===== src/rtl/hcrp_pkg.sv =====
// Package for the HTTP CONNECT reply parser.
// Holds field widths, protocol constants, item codes and the structs shared by the modules.
// Depends on nothing; every other file refers to it by scoped names.
package hcrp_pkg;

   // Field widths.
   localparam int unsigned KindWidth    = 2;
   localparam int unsigned ByteWidth    = 8;
   localparam int unsigned OutcomeWidth = 3;
   localparam int unsigned StatusWidth  = 10;
   localparam int unsigned CountWidth   = 14;
   localparam int unsigned TailWidth    = 32;
   localparam int unsigned PrefixLen    = 5;

   // Protocol constants.
   localparam logic [CountWidth-1:0]  LIMIT_CAP     = 14'd8192;
   localparam logic [CountWidth-1:0]  MIN_REPLY     = 14'd12;
   localparam logic [CountWidth-1:0]  TAIL_MIN      = 14'd4;
   localparam logic [TailWidth-1:0]   TERMINATOR    = 32'h0D0A_0D0A;
   localparam logic [StatusWidth-1:0] STATUS_SAT    = 10'd1000;
   localparam logic [StatusWidth-1:0] STATUS_OK_LO  = 10'd200;
   localparam logic [StatusWidth-1:0] STATUS_OK_HI  = 10'd299;
   localparam logic [StatusWidth-1:0] STATUS_AUTH   = 10'd407;
   localparam logic [ByteWidth-1:0]   CHAR_SPACE    = 8'h20;
   localparam logic [ByteWidth-1:0]   CHAR_ZERO     = 8'h30;
   localparam logic [ByteWidth-1:0]   CHAR_NINE     = 8'h39;

   // Expected reply prefix "HTTP/".
   localparam logic [ByteWidth-1:0] PREFIX_TEXT [PrefixLen] =
      '{8'h48, 8'h54, 8'h54, 8'h50, 8'h2F};

   // Input item kinds.
   typedef enum logic [KindWidth-1:0] {
      KIND_START = 2'd0,
      KIND_BYTE  = 2'd1,
      KIND_CLOSE = 2'd2
   } kind_type;

   // Result outcomes.
   typedef enum logic [OutcomeWidth-1:0] {
      OUT_ACCEPTED  = 3'd0,
      OUT_AUTH      = 3'd1,
      OUT_REFUSED   = 3'd2,
      OUT_MALFORMED = 3'd3,
      OUT_TOO_LARGE = 3'd4,
      OUT_CLOSED    = 3'd5
   } outcome_type;

   // An item held in the input register.
   typedef struct packed {
      logic                 valid;
      logic [KindWidth-1:0] kind;
      logic [ByteWidth-1:0] rx_byte;
   } item_type;

   // A result produced by the scanner.
   typedef struct packed {
      logic                   valid;
      outcome_type            outcome;
      logic [StatusWidth-1:0] status_code;
      logic [CountWidth-1:0]  header_bytes;
   } result_type;

endpackage


===== src/rtl/hcrp_req_if.sv =====
// Input channel of the HTTP CONNECT reply parser: one reply byte or control item.
// Depends on hcrp_pkg for field widths.
interface hcrp_req_if;
   logic                          valid;
   logic                          ready;
   logic [hcrp_pkg::KindWidth-1:0] kind;
   logic [hcrp_pkg::ByteWidth-1:0] rx_byte;

   modport source (output valid, output kind, output rx_byte, input ready);
   modport sink   (input valid, input kind, input rx_byte, output ready);
endinterface


===== src/rtl/hcrp_rsp_if.sv =====
// Result channel of the HTTP CONNECT reply parser: one verdict item.
// Depends on hcrp_pkg for field widths.
interface hcrp_rsp_if;
   logic                             valid;
   logic                             ready;
   logic [hcrp_pkg::OutcomeWidth-1:0] outcome;
   logic [hcrp_pkg::StatusWidth-1:0]  status_code;
   logic [hcrp_pkg::CountWidth-1:0]   header_bytes;

   modport source (output valid, output outcome, output status_code, output header_bytes,
                   input ready);
   modport sink   (input valid, input outcome, input status_code, input header_bytes,
                   output ready);
endinterface


===== src/rtl/hcrp_csr_if.sv =====
// Configuration write channel of the HTTP CONNECT reply parser (header limit).
// Depends on hcrp_pkg for the register width.
interface hcrp_csr_if;
   logic                           valid;
   logic                           ready;
   logic [hcrp_pkg::CountWidth-1:0] header_limit;

   modport source (output valid, output header_limit, input ready);
   modport sink   (input valid, input header_limit, output ready);
endinterface


===== src/rtl/hcrp_in_stage.sv =====
// Input register of the HTTP CONNECT reply parser.
// Depends on hcrp_pkg and hcrp_req_if.
module hcrp_in_stage (
   input  logic               clock,
   input  logic               reset,
   hcrp_req_if.sink           req_ch,
   input  logic               room,
   output hcrp_pkg::item_type item
);

   logic                          valid_ff, valid_in;
   logic [hcrp_pkg::KindWidth-1:0] kind_ff;
   logic [hcrp_pkg::ByteWidth-1:0] byte_ff;
   logic                          take;

   // The register empties whenever the scanner may consume, so a new item
   // can enter in every cycle that the result side is not stalled.
   assign req_ch.ready = !valid_ff || room;
   assign take         = req_ch.valid && req_ch.ready;

   always_comb begin
      valid_in = valid_ff;
      if (take) begin
         valid_in = 1'b1;
      end else if (room) begin
         valid_in = 1'b0;
      end
   end

   // Valid bit.
   always_ff @(posedge clock) begin
      if (reset) begin
         valid_ff <= 1'b0;
      end else begin
         valid_ff <= valid_in;
      end
   end

   // Payload.
   always_ff @(posedge clock) begin
      if (take) begin
         kind_ff <= req_ch.kind;
         byte_ff <= req_ch.rx_byte;
      end
   end

   assign item.valid   = valid_ff;
   assign item.kind    = kind_ff;
   assign item.rx_byte = byte_ff;

endmodule


===== src/rtl/hcrp_scan.sv =====
// Parse state and verdict logic of the HTTP CONNECT reply parser.
// Holds the header limit register; depends on hcrp_pkg and hcrp_csr_if.
module hcrp_scan (
   input  logic                 clock,
   input  logic                 reset,
   hcrp_csr_if.sink             csr_ch,
   input  hcrp_pkg::item_type   item,
   input  logic                 room,
   output hcrp_pkg::result_type result
);

   logic [hcrp_pkg::CountWidth-1:0]  limit_ff;
   logic [hcrp_pkg::CountWidth-1:0]  count_ff, count_in;
   logic [hcrp_pkg::TailWidth-1:0]   tail_ff, tail_in;
   logic                             prefix_ff, prefix_in;
   logic                             space_ff, space_in;
   logic [hcrp_pkg::CountWidth-1:0]  space_pos_ff, space_pos_in;
   logic                             first_digit_ff, first_digit_in;
   logic                             run_ff, run_in;
   logic [hcrp_pkg::StatusWidth-1:0] status_ff, status_in;
   logic                             verdict_ff, verdict_in;
   logic                             consume;

   assign csr_ch.ready = 1'b1;
   assign consume      = item.valid && room;

   // Header limit register.
   always_ff @(posedge clock) begin
      if (reset) begin
         limit_ff <= hcrp_pkg::LIMIT_CAP;
      end else if (csr_ch.valid) begin
         limit_ff <= csr_ch.header_limit;
      end
   end

   // Next parse state and the result for the item being consumed.
   always_comb begin
      logic                            is_digit;
      logic [hcrp_pkg::CountWidth-1:0] ext;
      logic [hcrp_pkg::CountWidth-1:0] acc;
      logic [hcrp_pkg::CountWidth-1:0] limit_eff;
      logic [hcrp_pkg::CountWidth:0]   after_space;
      logic [hcrp_pkg::CountWidth:0]   space_end;
      logic [hcrp_pkg::StatusWidth-1:0] digit_sum;

      count_in       = count_ff;
      tail_in        = tail_ff;
      prefix_in      = prefix_ff;
      space_in       = space_ff;
      space_pos_in   = space_pos_ff;
      first_digit_in = first_digit_ff;
      run_in         = run_ff;
      status_in      = status_ff;
      verdict_in     = verdict_ff;
      result         = '0;

      // Status accumulator: value times ten plus the digit, saturated.
      is_digit  = (item.rx_byte >= hcrp_pkg::CHAR_ZERO) && (item.rx_byte <= hcrp_pkg::CHAR_NINE);
      ext       = {4'b0000, status_ff};
      acc       = (ext << 3) + (ext << 1) + {10'b0, item.rx_byte[3:0]};
      digit_sum = (acc > {4'b0000, hcrp_pkg::STATUS_SAT}) ? hcrp_pkg::STATUS_SAT
                                                          : acc[hcrp_pkg::StatusWidth-1:0];
      after_space = {1'b0, space_pos_ff} + 15'd1;
      limit_eff   = (limit_ff > hcrp_pkg::LIMIT_CAP) ? hcrp_pkg::LIMIT_CAP : limit_ff;
      space_end   = 15'd0;

      if (consume) begin
         case (item.kind)
            hcrp_pkg::KIND_START: begin
               count_in       = '0;
               tail_in        = '0;
               prefix_in      = 1'b1;
               space_in       = 1'b0;
               space_pos_in   = '0;
               first_digit_in = 1'b0;
               run_in         = 1'b0;
               status_in      = '0;
               verdict_in     = 1'b0;
            end
            hcrp_pkg::KIND_CLOSE: begin
               if (!verdict_ff) begin
                  result.valid        = 1'b1;
                  result.outcome      = hcrp_pkg::OUT_CLOSED;
                  result.status_code  = status_ff;
                  result.header_bytes = count_ff;
                  verdict_in          = 1'b1;
               end
            end
            hcrp_pkg::KIND_BYTE: begin
               if (!verdict_ff) begin
                  // Prefix check over the first five bytes.
                  if (count_ff < 14'd5 &&
                      item.rx_byte != hcrp_pkg::PREFIX_TEXT[count_ff[2:0]]) begin
                     prefix_in = 1'b0;
                  end
                  // Status digits after the first space.
                  if (space_ff) begin
                     if ({1'b0, count_ff} == after_space) begin
                        if (is_digit) begin
                           first_digit_in = 1'b1;
                           run_in         = 1'b1;
                           status_in      = digit_sum;
                        end else begin
                           run_in = 1'b0;
                        end
                     end else if (run_ff) begin
                        if (is_digit) begin
                           status_in = digit_sum;
                        end else begin
                           run_in = 1'b0;
                        end
                     end
                  end else if (item.rx_byte == hcrp_pkg::CHAR_SPACE) begin
                     space_in     = 1'b1;
                     space_pos_in = count_ff;
                  end
                  count_in  = count_ff + 14'd1;
                  tail_in   = {tail_ff[hcrp_pkg::TailWidth-9:0], item.rx_byte};
                  space_end = {1'b0, space_pos_in} + 15'd4;

                  // Verdict: limit first, then the header terminator.
                  if (count_in > limit_eff) begin
                     result.valid   = 1'b1;
                     result.outcome = hcrp_pkg::OUT_TOO_LARGE;
                  end else if (count_in >= hcrp_pkg::TAIL_MIN &&
                               tail_in == hcrp_pkg::TERMINATOR) begin
                     result.valid = 1'b1;
                     if (count_in < hcrp_pkg::MIN_REPLY || !prefix_in || !space_in ||
                         space_end > {1'b0, count_in} || !first_digit_in) begin
                        result.outcome = hcrp_pkg::OUT_MALFORMED;
                     end else if (status_in >= hcrp_pkg::STATUS_OK_LO &&
                                  status_in <= hcrp_pkg::STATUS_OK_HI) begin
                        result.outcome = hcrp_pkg::OUT_ACCEPTED;
                     end else if (status_in == hcrp_pkg::STATUS_AUTH) begin
                        result.outcome = hcrp_pkg::OUT_AUTH;
                     end else begin
                        result.outcome = hcrp_pkg::OUT_REFUSED;
                     end
                  end
                  if (result.valid) begin
                     result.status_code  = status_in;
                     result.header_bytes = count_in;
                     verdict_in          = 1'b1;
                  end
               end
            end
            default: begin
            end
         endcase
      end
   end

   // Parse state registers.
   always_ff @(posedge clock) begin
      if (reset) begin
         count_ff       <= '0;
         tail_ff        <= '0;
         prefix_ff      <= 1'b1;
         space_ff       <= 1'b0;
         space_pos_ff   <= '0;
         first_digit_ff <= 1'b0;
         run_ff         <= 1'b0;
         status_ff      <= '0;
         verdict_ff     <= 1'b0;
      end else begin
         count_ff       <= count_in;
         tail_ff        <= tail_in;
         prefix_ff      <= prefix_in;
         space_ff       <= space_in;
         space_pos_ff   <= space_pos_in;
         first_digit_ff <= first_digit_in;
         run_ff         <= run_in;
         status_ff      <= status_in;
         verdict_ff     <= verdict_in;
      end
   end

endmodule


===== src/rtl/hcrp_out_stage.sv =====
// Result register of the HTTP CONNECT reply parser.
// Depends on hcrp_pkg and hcrp_rsp_if.
module hcrp_out_stage (
   input  logic                 clock,
   input  logic                 reset,
   input  hcrp_pkg::result_type result,
   output logic                 room,
   hcrp_rsp_if.source           rsp_ch
);

   logic                                valid_ff;
   hcrp_pkg::outcome_type               outcome_ff;
   logic [hcrp_pkg::StatusWidth-1:0]    status_ff;
   logic [hcrp_pkg::CountWidth-1:0]     bytes_ff;

   // The register can load when empty or when its item leaves this cycle.
   assign room = !valid_ff || rsp_ch.ready;

   // Valid bit.
   always_ff @(posedge clock) begin
      if (reset) begin
         valid_ff <= 1'b0;
      end else if (room) begin
         valid_ff <= result.valid;
      end
   end

   // Payload.
   always_ff @(posedge clock) begin
      if (room && result.valid) begin
         outcome_ff <= result.outcome;
         status_ff  <= result.status_code;
         bytes_ff   <= result.header_bytes;
      end
   end

   assign rsp_ch.valid        = valid_ff;
   assign rsp_ch.outcome      = outcome_ff;
   assign rsp_ch.status_code  = status_ff;
   assign rsp_ch.header_bytes = bytes_ff;

endmodule


===== src/rtl/http_connect_reply_parser.sv =====
// Top level of the HTTP CONNECT reply parser.
// Instantiates hcrp_in_stage, hcrp_scan and hcrp_out_stage; depends on hcrp_pkg and the
// channel interfaces.
//
//   Channel  Direction  Payload                                  Handshake
//   req_ch   in         kind, rx_byte                            valid / ready
//   rsp_ch   out        outcome, status_code, header_bytes       valid / ready
//   csr_ch   in         header_limit                             valid / ready (always ready)
//
// Each accepted item is held in the input register and then scanned into the result
// register, which offers the result on rsp_ch.
// One item per cycle is accepted while the result side is not stalled (one scan per byte).
// Synchronous reset sets the limit to 8192 and clears the parse state; no clearing pass.
// A stalled result holds the scan, and the input side stalls once its register is full.
module http_connect_reply_parser (
   input  logic        clock,
   input  logic        reset,
   hcrp_req_if.sink    req_ch,
   hcrp_rsp_if.source  rsp_ch,
   hcrp_csr_if.sink    csr_ch
);

   hcrp_pkg::item_type   item;
   hcrp_pkg::result_type result;
   logic                 room;

   // Input register.
   hcrp_in_stage u_in_stage (
      .clock  (clock),
      .reset  (reset),
      .req_ch (req_ch),
      .room   (room),
      .item   (item)
   );

   // Parse state and verdict.
   hcrp_scan u_scan (
      .clock  (clock),
      .reset  (reset),
      .csr_ch (csr_ch),
      .item   (item),
      .room   (room),
      .result (result)
   );

   // Result register.
   hcrp_out_stage u_out_stage (
      .clock  (clock),
      .reset  (reset),
      .result (result),
      .room   (room),
      .rsp_ch (rsp_ch)
   );

endmodule

===== src/flat_wrapper.sv =====
// flat-port wrapper written by rule: the top's interface ports become plain ports
module http_connect_reply_parser_flat 
  (clock, reset, req_ch_valid, req_ch_kind, req_ch_rx_byte, req_ch_ready, rsp_ch_valid, rsp_ch_outcome, rsp_ch_status_code, rsp_ch_header_bytes, rsp_ch_ready, csr_ch_valid, csr_ch_header_limit, csr_ch_ready);
  hcrp_req_if req_ch_i ();
  hcrp_rsp_if rsp_ch_i ();
  hcrp_csr_if csr_ch_i ();
  input  logic clock;
  input  logic reset;
  input wire logic [$bits(req_ch_i.valid)-1:0] req_ch_valid;
  input wire logic [$bits(req_ch_i.kind)-1:0] req_ch_kind;
  input wire logic [$bits(req_ch_i.rx_byte)-1:0] req_ch_rx_byte;
  output wire logic [$bits(req_ch_i.ready)-1:0] req_ch_ready;
  output wire logic [$bits(rsp_ch_i.valid)-1:0] rsp_ch_valid;
  output wire logic [$bits(rsp_ch_i.outcome)-1:0] rsp_ch_outcome;
  output wire logic [$bits(rsp_ch_i.status_code)-1:0] rsp_ch_status_code;
  output wire logic [$bits(rsp_ch_i.header_bytes)-1:0] rsp_ch_header_bytes;
  input wire logic [$bits(rsp_ch_i.ready)-1:0] rsp_ch_ready;
  input wire logic [$bits(csr_ch_i.valid)-1:0] csr_ch_valid;
  input wire logic [$bits(csr_ch_i.header_limit)-1:0] csr_ch_header_limit;
  output wire logic [$bits(csr_ch_i.ready)-1:0] csr_ch_ready;
  assign req_ch_i.valid = req_ch_valid;
  assign req_ch_i.kind = req_ch_kind;
  assign req_ch_i.rx_byte = req_ch_rx_byte;
  assign req_ch_ready = req_ch_i.ready;
  assign rsp_ch_valid = rsp_ch_i.valid;
  assign rsp_ch_outcome = rsp_ch_i.outcome;
  assign rsp_ch_status_code = rsp_ch_i.status_code;
  assign rsp_ch_header_bytes = rsp_ch_i.header_bytes;
  assign rsp_ch_i.ready = rsp_ch_ready;
  assign csr_ch_i.valid = csr_ch_valid;
  assign csr_ch_i.header_limit = csr_ch_header_limit;
  assign csr_ch_ready = csr_ch_i.ready;
  http_connect_reply_parser u_core (.clock(clock), .reset(reset), .req_ch(req_ch_i), .rsp_ch(rsp_ch_i), .csr_ch(csr_ch_i));
endmodule

===== config.mk =====
export PLATFORM = sky130hd
export DESIGN_NAME = http_connect_reply_parser_flat
export DESIGN_NICKNAME = d
export VERILOG_FILES = /design/src/rtl/hcrp_pkg.sv /design/src/rtl/hcrp_req_if.sv /design/src/rtl/hcrp_rsp_if.sv /design/src/rtl/hcrp_csr_if.sv /design/src/rtl/hcrp_in_stage.sv /design/src/rtl/hcrp_scan.sv /design/src/rtl/hcrp_out_stage.sv /design/src/rtl/http_connect_reply_parser.sv /design/src/flat_wrapper.sv
export SDC_FILE = /design/constraint.sdc
export NUM_CORES = 1
export LEC_CHECK = 0
export BUFFER_PORTS_ARGS = -buffer_cell sky130_fd_sc_hd__buf_2
export CAP_MARGIN = 0
export CORE_ASPECT_RATIO = 0.5
export CORE_MARGIN = 1
export CORE_UTILIZATION = 40
export CTS_CLUSTER_DIAMETER = 50
export DETAILED_ROUTE_END_ITERATION = 10
export RECOVER_POWER = 50
export SYNTH_ARGS = -nofsm -noshare
export SYNTH_HDL_FRONTEND = slang
export SYNTH_HIERARCHICAL = 1
export SYNTH_SLANG_ARGS = --single-unit

===== constraint.sdc =====
create_clock -name clock -period 10.4 [get_ports clock]
set_input_delay 0 -clock clock [delete_from_list [all_inputs] [get_ports clock]]
set_output_delay 0 -clock clock [all_outputs]
set_load 0.02 [all_outputs]

# == Word level (Yosys, flattened, before mapping) ==
# Memory sizes are Yosys's and may differ from the RTL's.
# Cells that the tools add are included.
# classes
shift,0
n_div,0
n_reduce_logical,25
magnitude_cmp,12
muxes,69
addsub,5
eq_ne,9
bitwise_logic,1
mul,0
# ops
cell,count
2-to-1 mux 14 bit,8
2-to-1 mux 10 bit,9
2-to-1 mux 28 bit,3
case mux 14 bit (2 select lines),2
case mux 28 bit (2 select lines),1
2-to-1 mux 24 bit,2
case mux 24 bit (2 select lines),1
== test 32 x 28 -> 1 bit (second input constant),1
2-to-1 mux 1 bit,27
2-to-1 mux 4 bit,5
case mux 10 bit (2 select lines),1
2-to-1 mux 8 bit,2
adder 14 x 1 -> 15 bit (second input constant),1
adder 14 x 3 -> 15 bit (second input constant),1
== test 14 x 15 -> 1 bit,1
greater-than comparator 15 x 14 -> 1 bit,1
adder 13 x 11 -> 14 bit,1
adder 14 x 1 -> 14 bit (second input constant),1
adder 14 x 4 -> 14 bit,1
>= comparator 14 x 3 -> 1 bit (second input constant),1
greater-than comparator 14 x 10 -> 1 bit (second input constant),1
greater-than comparator 14 bit,1
greater-than comparator 14 bit (second input constant),1
< comparator 14 x 3 -> 1 bit (second input constant),1
other kinds (25),47
# totals
n_memories,1
latchBits,0
regBits,120
mem_bits_rw,0
romBits,64
# mem_list
memory,words,word_bits,read_ports,rd_clocked_by_memory_dff,write_ports,line_no,source
(name not given),8,8,1,0,0,hcrp_scan.sv:93,item.rx_byte != hcrp_pkg::PREFIX_TEXT[count_ff[2:0]]) begin

# == Longest topological paths before layout ==
# Gate-level depths: netlist of the first run.
# logic_depth
ltp_word,26
depth_mapped,21

# == Hierarchy ==
# The synthesis of the first run kept the hierarchy.
# modules_own_cells
module,area_per_inst_um2,n_inst,cells_per_inst,seq_area_each_um2
hcrp_scan,6834.1,1,872,1621.6
hcrp_out_stage,865.8,1,32,830.8
hcrp_in_stage,362.8,1,16,320.3

# == Least setup slack after synthesis of the first run ==
# Ideal clock, no wire load.
# synth_timing
kind,reg-to-reg
startpoint,reg u_core/u_in_stage/byte_ff[3] (netlist name)
endpoint,"reg u_core.u_out_stage.outcome_ff[0] (netlist: u_core/u_out_stage/rsp_ch.outcome[0]), data pin"
stages_incl_launch_ff,18
t_arrival_ns,4.336
synth_period_minus_slack_ns,4.589
required_time_ns,10.146
setup_slack_ns,5.811
setup_time_ns,0.254
n_path_buf,0
cell_sequence,edfxtp_1 or4b_4 nor3_4 mux2i_1 inv_1 ha_1 inv_1 nor3_2 xnor2_1 ha_1 a21o_1 a21o_1 a2111oi_0 o32a_1 nor2_1 or4_1 nand2b_1 a21o_1
# synth_via
elab_chain_len,21
word_cells_on_any_way,61
# synth_lines
item,line_no,source
"start, declared",hcrp_in_stage.sv:13,logic [hcrp_pkg::ByteWidth-1:0] byte_ff;
"start signal, assigned",hcrp_in_stage.sv:43,byte_ff <= req_ch.rx_byte;
adder 14 x 4 -> 14 bit,hcrp_scan.sv:60,"acc = (ext << 3) + (ext << 1) + {10'b0, item.rx_byte[3:0]};"
greater-than comparator 14 x 10 -> 1 bit,hcrp_scan.sv:61,"digit_sum = (acc > {4'b0000, hcrp_pkg::STATUS_SAT}) ? hcrp_pkg::STATUS_SAT"
2-to-1 mux 10 bit,hcrp_scan.sv:61,
2-to-1 mux 10 bit,"hcrp_scan.sv:99, hcrp_scan.sv:107",
2-to-1 mux 10 bit,hcrp_scan.sv:106,end else if (run_ff) begin
2-to-1 mux 10 bit,hcrp_scan.sv:98,"if ({1'b0, count_ff} == after_space) begin"
2-to-1 mux 10 bit,hcrp_scan.sv:97,if (space_ff) begin
2-to-1 mux 10 bit,hcrp_scan.sv:90,if (!verdict_ff) begin
(+5 left out),--,
2-to-1 mux 2 bit,hcrp_scan.sv:128,if (count_in < hcrp_pkg::MIN_REPLY || !prefix_in || !space_in ||
2-to-1 mux 4 bit (*),hcrp_scan.sv:125,end else if (count_in >= hcrp_pkg::TAIL_MIN &&
2-to-1 mux 4 bit (*),hcrp_scan.sv:122,if (count_in > limit_eff) begin
2-to-1 mux 4 bit (*),hcrp_scan.sv:90,
2-to-1 mux 4 bit (*),hcrp_scan.sv:68,case (item.kind)
2-to-1 mux 4 bit (*),hcrp_scan.sv:67,if (consume) begin
2-to-1 mux 28 bit (*),hcrp_scan.sv:90,
case mux 28 bit (2 select lines) (*),hcrp_scan.sv:68,
"end signal, assigned",hcrp_out_stage.sv:31,outcome_ff <= result.outcome;
"end, declared",hcrp_out_stage.sv:12,hcrp_pkg::outcome_type outcome_ff;
# Mark *: on every way between the ends. The rest lies on a longest branch, timed or not. The select of a mux whose other input is x is not followed.
# A chain may end at the register's enable or synchronous reset.

# == Worst setup path after layout of the first run ==
# Same ends and word-level chain as after synthesis.

==> summary.md, run 1 <==
| Metric | Value |
|---|---|
| Fin area | 9174 µm² |
| Tcrit/Tclk final | 49.22% |
| Worst r2r src | u_core/u_in_stage/byte_ff[3]$_DFFE_PP_ |
| Routed Antenna Nets | 0 |
| GP Congestion | 0.9141 |
| Cell count after synthesis | 920 |
| Worst slew margin | -163.0% |
| DR WL/cell | 17.96 µm |
| Filler cells | 1904 |
| Post-CTS Setup Repair Bufs | 0 |
| Warnings, synthesis | 6 |
| Pleak | 3.504 nW |
| Inserted Clock Buffers | 17 |
| Htree depth | 4 |
| DP HPWL | 15.44 mm |
| Die area | 20760 µm² |
| Hold Startpoint | csr_ch_valid |
| Synth area leader | dfxtp_1 |
| Fin. Hold Viols | 0 |
| Yosys reg bits | 120 |
| Status | finished with violations |
| Overall power | 1.180 mW |
| Worst slew pin tran | 3.945 ns |
| Layout cells sized above 1 | 9.278% |
| Synth async-reset ratio | 0% |
| Final cell count without fillers | 1236 |
| Max FO, Critical Path | 27 |
| Dpl cell area | 8361 µm² |
| Cell Area, Synth | 8063 µm² |
| Syn Nets | 1006 |
| Ranking of synthesized cells by area | dfxtp_1, edfxtp_1, ha_1 |
| Final Skew | 0.007985 ns |
| GR Overflow Total | 0 |
| GR Util met3 | 4.273% |
| Worst VDD drop | 106.0 µV |
| Dpl cells | 1178 |
| CTS max path bufs | 2 |
| Min Tclk post-route | 5.119 ns |
| Share of the synthesized area in the top cell type | 20.61% |
| Initial Util | 41.15% |
| Row cnt | 36 |
| Skew-Pair Late Insertion Delay | 0.42 ns |
| EDFF count, synth | 37 |
| Detailed-route wire length | 22.20 mm |
| Die X | 202.8 µm |
| Hold Crit Depth | 2 |
| Slew Viols, Final | 82 |
| WS Path Type | flop to flop |
| Util after Layout | 46.82% |
| DR DRC count | 0 |
| CP endpoint kind | flop |
| CTS tree | yes |
| Pwr per Cell Area | 128.6 nW/µm² |
| Failing checks | max-capacitance violations, max-slew violations |
| Fmax achieved | 0.1954 GHz |
| Fin nets | 1043 |
| Number of global-route vias before repair | 6471 |
| Max-cap viol count | 1 |
| DR iter-0 viols | 554 |
| Initial antenna violation count | 0 |
| Setup slack, reg-to-reg | 5.28 ns |
| All-layer global routing usage | 21.45% |
| Top FF cell, synth | dfxtp_1 |
| Worst r2r dst | u_core/u_out_stage/rsp_ch.outcome[0]$_DFFE_PP_ |
| RSZ-0062 raised after global routing | no |
| Root buf cell | clkbuf_16 |
| Crit path required time | 10.57 ns |
| Hold WC Path Type | input port to flop |
| Vias/cell | 5.739 |
| Synth cell types | 84 |
| Clock sinks | 120 |
| Worst Reg-to-Reg Cells | 18 |
| Post-CTS sizing | 0 |
| Die height | 102.4 µm |
| Setup TNS Final | 0 ns |
| Synth Area per Inst | 8.764 µm² |
| Hold Crit Endpoint | u_core/u_scan/limit_ff[13]$_SDFFE_PP1P_ |
| Seq/Total Area, Yosys | 34.39% |
| Grt peak-use layer | met2 |
| Grt met2 use | 32.77% |
| Core box area | 19590 µm² |
| I/O pins | 59 |
| Pre-antenna DRT Iters | 5 |
| Via Count | 7093 |
| Clk slew on worst S/H paths | 0.06 ns |
| Met1 Use GR | 30.90% |
| Largest net degree at the start of global routing | 82 |
| Final setup vio count | 0 |
| Synth-to-layout area growth | 13.78% |
| Port bufs | 57 |
| Worst Path Arrival | 5.29 ns |
| Inserted Diodes | 0 |
| First-pass GRT wire length | 34.94 mm |
| Startpoint Class | flop |
## metal layers
metal / vias up / share of wire [%]
li1: 3461 / -
met1: 3407 / 49
met2: 200 / 44
met3: 25 / 5.4
met4: 0 / 1.3
met5: - / 0
## synthesized netlist by cell type, drive strengths merged, types with 15 or more instances
master    n
nor2    117
dfxtp    83
ha       55
nand2    55
a22oi    52
clkbuf   48
o21ai    40
a21oi    38
edfxtp   37
inv      31
nand3    30
mux2i    29
xnor2    26
buf      22
nor3     22
xor2     21
nand4    19
nor4     15
## how the worst max path moves through the flow
stage	from	end	slack (ns)	cells after the start
4_1_cts	u_core/u_in_stage/byte_ff[3]$_DFFE_PP_	u_core/u_out_stage/rsp_ch.outcome[0]$_DFFE_PP_	5.28	18
5_1_grt	u_core/u_in_stage/byte_ff[3]$_DFFE_PP_	u_core/u_out_stage/rsp_ch.outcome[0]$_DFFE_PP_	4.91	19
6_report	u_core/u_in_stage/byte_ff[3]$_DFFE_PP_	u_core/u_out_stage/rsp_ch.outcome[0]$_DFFE_PP_	5.28	18
2_1_floorplan	u_core/u_in_stage/byte_ff[3]$_DFFE_PP_	u_core/u_out_stage/rsp_ch.outcome[0]$_DFFE_PP_	5.81	17
3_5_place_dp	u_core/u_in_stage/byte_ff[3]$_DFFE_PP_	u_core/u_out_stage/rsp_ch.outcome[0]$_DFFE_PP_	5.30	18
3_3_place_gp	u_core/u_in_stage/byte_ff[3]$_DFFE_PP_	u_core/u_out_stage/rsp_ch.outcome[0]$_DFFE_PP_	5.39	18
## critical path, cell delays in order (launching register included)
cell       delay (ns)
edfxtp_1         0.53
or4b_4           0.61
nor3_4           0.12
buf_4            0.36
mux2i_1          0.19
inv_1            0.13
ha_1             0.18
inv_1            0.07
nor3_2           0.34
xnor2_1          0.12
ha_1             0.32
a21o_1           0.16
a21o_1           0.16
a2111oi_0        0.39
o32a_1           0.22
nor2_1           0.07
or4_1            0.55
nand2b_1         0.16
a21o_1           0.18
## state kept, by name, summed over array words and instances (netlist names), 2 cells and up
| signal | flops |
|---|---|
| u_core/u_scan/limit_ff | 14 |
| u_core/u_scan/count_ff | 14 |
| u_core/u_scan/tail_ff | 24 |
| u_core/u_scan/space_pos_ff | 14 |
| u_core/u_out_stage/rsp_ch.status_code | 10 |
| u_core/u_scan/status_ff | 10 |
| u_core/u_out_stage/rsp_ch.outcome | 3 |
| u_core/u_in_stage/byte_ff | 8 |
| u_core/u_in_stage/kind_ff | 2 |
| u_core/u_out_stage/rsp_ch.header_bytes | 14 |
## logic make-up after synthesis
family                   synth area share [%]
XOR/XNOR                                5.106
multiplexers                            4.066
other                                 0.04651
flip-flops                              34.39
adder cells (fa/ha/maj)                 9.032
AND/OR/NAND/NOR                         23.08
buffers and inverters                   5.943
AO/OA/AOI/OAI                           18.34
## placed cells by master, fill, tap and decap left out, types with 4 or more instances in the layout
master           n
nand2_1         54
clkbuf_16       19
o211ai_1         5
xnor2_1         26
inv_6            5
a22o_1           9
mux2i_1         29
and2_1           6
and4_1           9
and3_1           8
edfxtp_1        37
a2111oi_0        5
or3_1            5
dfxtp_1         83
nand4b_1         7
a211oi_1         5
buf_4            4
a21oi_1         35
o21ai_0         38
a31oi_1          7
nor3_1          20
inv_1           31
nor2b_1         10
nor2_1         116
ha_1            55
nor3b_1          5
o31ai_1          6
nand2b_1        11
clkbuf_1        33
buf_2           24
or4b_2           4
xor2_1          21
nor4_1          14
nand4_1         19
a21o_1          13
a22oi_1         52
nand3_1         30
dlygate4sd3_1   26
nor4b_1          5
## report_power, final
part	leakage, nW	internal [mW]	switching, mW
logic	2.20	0.0256	0.0379
registers	1.00	0.490	0.00830
clock network	0.307	0.372	0.246
## metrics by stage
step,worst slack [ns],hold slack [ns]
after floorplan,5.811,0.06244
after global placement,5.391,0.1796
after detailed placement,5.304,0.1782
after CTS,5.276,0.05918
after global routing,4.911,0.07539
final,5.281,0.06659
## final cells by class
class / count / area, µm² / share of cell area [%]
timing repair buffer: 88 / 539.3 / 5.878
inverter: 31 / 116.4 / 1.268
clock inverter: 12 / 125.1 / 1.364
multi-input combinational: 699 / 4798 / 52.30
clock buffer: 20 / 489.2 / 5.333
sequential: 120 / 2773 / 30.22
tap: 266 / 332.8 / 3.628
## what timing repair did
action | CTS | global route
endpoints found under the hold margin | 26 | 0
endpoints found under the setup margin | 0 | 0
hold buffers | 26 | 0
No activity file was read; power rests on OpenSTA's default activity.
==> run 2, diff against run 1 <==
Clock period 10.4 ns to 5.27 ns, I/O delays scaled along.
==> run 2 against run 1 <==
Compared with the run above: combinational power is 100% higher; hold slack worse by 0.053 ns; sequential power is 97% higher; die area stayed put; highest routed layer unchanged; non-clock buffer count is 16 higher; total power is 92% higher; the run still ends with max-capacitance violations, max-slew violations left.
==> summary.md, run 2 (same netlist as run 1, synthesis figures left out) <==
| Metric | Value |
|---|---|
| Worst slew margin | -155.5% (+7.5 points) |
| Die area | 20760 µm² (unchanged) |
| DR DRC count | 0 (unchanged) |
| GP Congestion | 0.9236 (+1.0%) |
| Failing checks | max-capacitance violations, max-slew violations |
| CTS tree | yes |
| Slew Viols, Final | 81 (-1.2%) |
| Clk slew on worst S/H paths | 0.06 ns (about the same) |
| Pwr per Cell Area | 244.5 nW/µm² (+90%) |
| Clock share of power | 50.9% (-1.5 points) |
| Inserted Clock Buffers | 17 (unchanged) |
| Detailed-route wire length | 22.23 mm (+0.13%) |
| Dpl cells | 1193 (+1.3%) |
| Layout cells sized above 1 | 10.55% (+1.3 points) |
| DR iter-0 viols | 531 (-4.2%) |
| DP HPWL | 15.68 mm (+1.6%) |
| Number of global-route vias before repair | 6706 (+3.6%) |
| WS Path Type | flop to flop |
| Synth-to-layout area growth | 14.91% |
| GR Overflow Total | 0 (unchanged) |
| Port bufs | 57 (unchanged) |
| Die X | 202.8 µm (unchanged) |
| Final setup vio count | 0 (unchanged) |
| Max FO, Critical Path | 21 (-22%) |
| Vias/cell | 5.701 (-0.65%) |
| Pre-antenna DRT Iters | 5 (unchanged) |
| Fin. Hold Viols | 0 (unchanged) |
| All-layer global routing usage | 21.82% (+0.37 points) |
| Core box area | 19590 µm² (unchanged) |
| Clock sinks | 120 (unchanged) |
| Worst VDD drop | 221.4 µV (+110%) |
| Fin nets | 1059 (+1.5%) |
| Max FFs per register | 24 (unchanged) |
| Met1 Use GR | 30.35% (-0.55 points) |
| RSZ-0062 raised after global routing | no |
| Largest net degree at the start of global routing | 81 (-1.2%) |
| Pint | 1.715 mW (+93%) |
| Hold WC Path Type | input port to flop |
| Max-cap viol count | 1 (unchanged) |
| CTS max path bufs | 2 (unchanged) |
| GR Util met3 | 4.751% (+0.48 points) |
| Grt peak-use layer | met2 |
| Setup TNS Final | 0 ns (unchanged) |
| Row cnt | 36 (unchanged) |
| DR WL/cell | 17.75 µm (-1.2%) |
| Overall power | 2.265 mW (+92%) |
| Tcrit/Tclk final | 95.21% (+46 points) |
| Initial Util | 41.15% (unchanged) |
| Htree depth | 4 (unchanged) |
| Sequential Power Share | 43.3% (+1.1 points) |
| Crit path required time | 5.45 ns (-5.12 ns) |
| Inserted Diodes | 0 (unchanged) |
| Root buf cell | clkbuf_16 |
| Logic pwr share | 5.7% (+0.3 points) |
| Final cell count without fillers | 1252 (+1.3%) |
| Status | finished with violations |
| Net Sw Frac | 24.28% (-0.52 points) |
| Filler cells | 1902 (-0.11%) |
| Via Count | 7138 (+0.63%) |
| Final Skew | 0.01323 ns (+0.005241 ns) |
| Net load switching power | 550.0 µW (+88%) |
| Routed Antenna Nets | 0 (unchanged) |
| Grt met2 use | 32.88% (+0.11 points) |
| Biggest register | u_core/u_scan/tail_ff |
| CP endpoint kind | flop |
| Fmax achieved | 0.1993 GHz (+2.0%) |
| Worst slew pin tran | 3.832 ns (-0.1130 ns) |
| Commonest non-fill, non-tap cell in the layout | nor2_1 |
| Hold_ws | 0.01353 ns (-0.05306 ns) |
| Worst Path Arrival | 5.19 ns (-0.10 ns) |
| Post-CTS sizing | 0 (unchanged) |
| Skew-Pair Late Insertion Delay | 0.43 ns (about the same) |
| First-pass GRT wire length | 35.34 mm (+1.1%) |
| Initial antenna violation count | 0 (unchanged) |
| Most frequent cells in the layout | nor2_1, dfxtp_1, ha_1 |
| Post-CTS Setup Repair Bufs | 0 (unchanged) |
| Pleak | 3.561 nW (+1.6%) |
| Startpoint Class | flop |
| I/O pins | 59 (unchanged) |
| Die height | 102.4 µm (unchanged) |
| Min Tclk post-route | 5.017 ns (-0.1013 ns) |
run 2: per-stage QoR:
stage          cell area (µm²)  util [%]  worst slack, ns
6_report                  9265     47.29           0.2527
5_1_grt                   9265     47.29          0.03571
4_1_cts                   9326     47.60           0.2388
3_5_place_dp              8473     43.24           0.2706
3_3_place_gp              8473     43.24           0.4132
2_1_floorplan             8063         -           0.6806
run 2: final cells by class:
class	instances	area [µm²]	share of cell area [%]
Clock buffer	20	467.9	5.051
Clock inverter	12	115.1	1.242
Inverter	31	116.4	1.256
Multi-Input combinational cell	699	4798	51.79
Sequential cell	120	2773	29.93
Tap cell	266	332.8	3.592
Timing Repair Buffer	104	661.9	7.144
run 2: path summary, 6_finish.rpt:
| kind | endpoint | slack (ns) | from | depth (start not counted) |
|---|---|---|---|---|
| worst max-delay path | u_core/u_out_stage/rsp_ch.outcome[0]$_DFFE_PP_ | 0.25 | u_core/u_in_stage/byte_ff[7]$_DFFE_PP_ | 15 |
| worst min-delay path | u_core/u_scan/run_ff$_SDFFE_PP0P_ | 0.01 | reset | 4 |
| worst max register to register | u_core/u_out_stage/rsp_ch.outcome[0]$_DFFE_PP_ | 0.25 | u_core/u_in_stage/byte_ff[7]$_DFFE_PP_ | 15 |
| worst min register to register | u_core/u_scan/prefix_ff$_SDFFE_PP1P_ | 0.47 | u_core/u_scan/prefix_ff$_SDFFE_PP1P_ | 2 |
run 2: power groups by stage:
stage	sequential, mW	clock [mW]	combinational, mW
CTS	0.981	1.17	0.132
detailed placement	1.00	0	0.116
finish	0.982	1.15	0.130
global placement	1.00	0	0.114
global route	0.984	1.21	0.143
floorplan	1.00	0	0.0743
run 2: timing repair:
action,in CTS,in global routing
hold endpoints to repair,26,0
endpoints found under the setup margin,0,1
hold buffers,27,0
run 2: metal layers:
layer	wire length, µm	vias to the layer above
li1	-	3494
met1	10930	3401
met2	9688	210
met3	1135	33
met4	475	0
met5	0	-
run 2: worst max-delay path, stage by stage, from the launching register on:
cell	delay (ns)
edfxtp_1	0.43
or4_4	0.60
nor3_4	0.35
buf_4	0.34
mux2_4	0.33
nor3_2	0.28
xnor2_1	0.13
ha_1	0.32
a21o_1	0.17
a21o_1	0.17
a2111oi_0	0.45
o32a_1	0.23
nor2_1	0.08
or4_1	0.54
nand2b_1	0.17
a21o_1	0.17
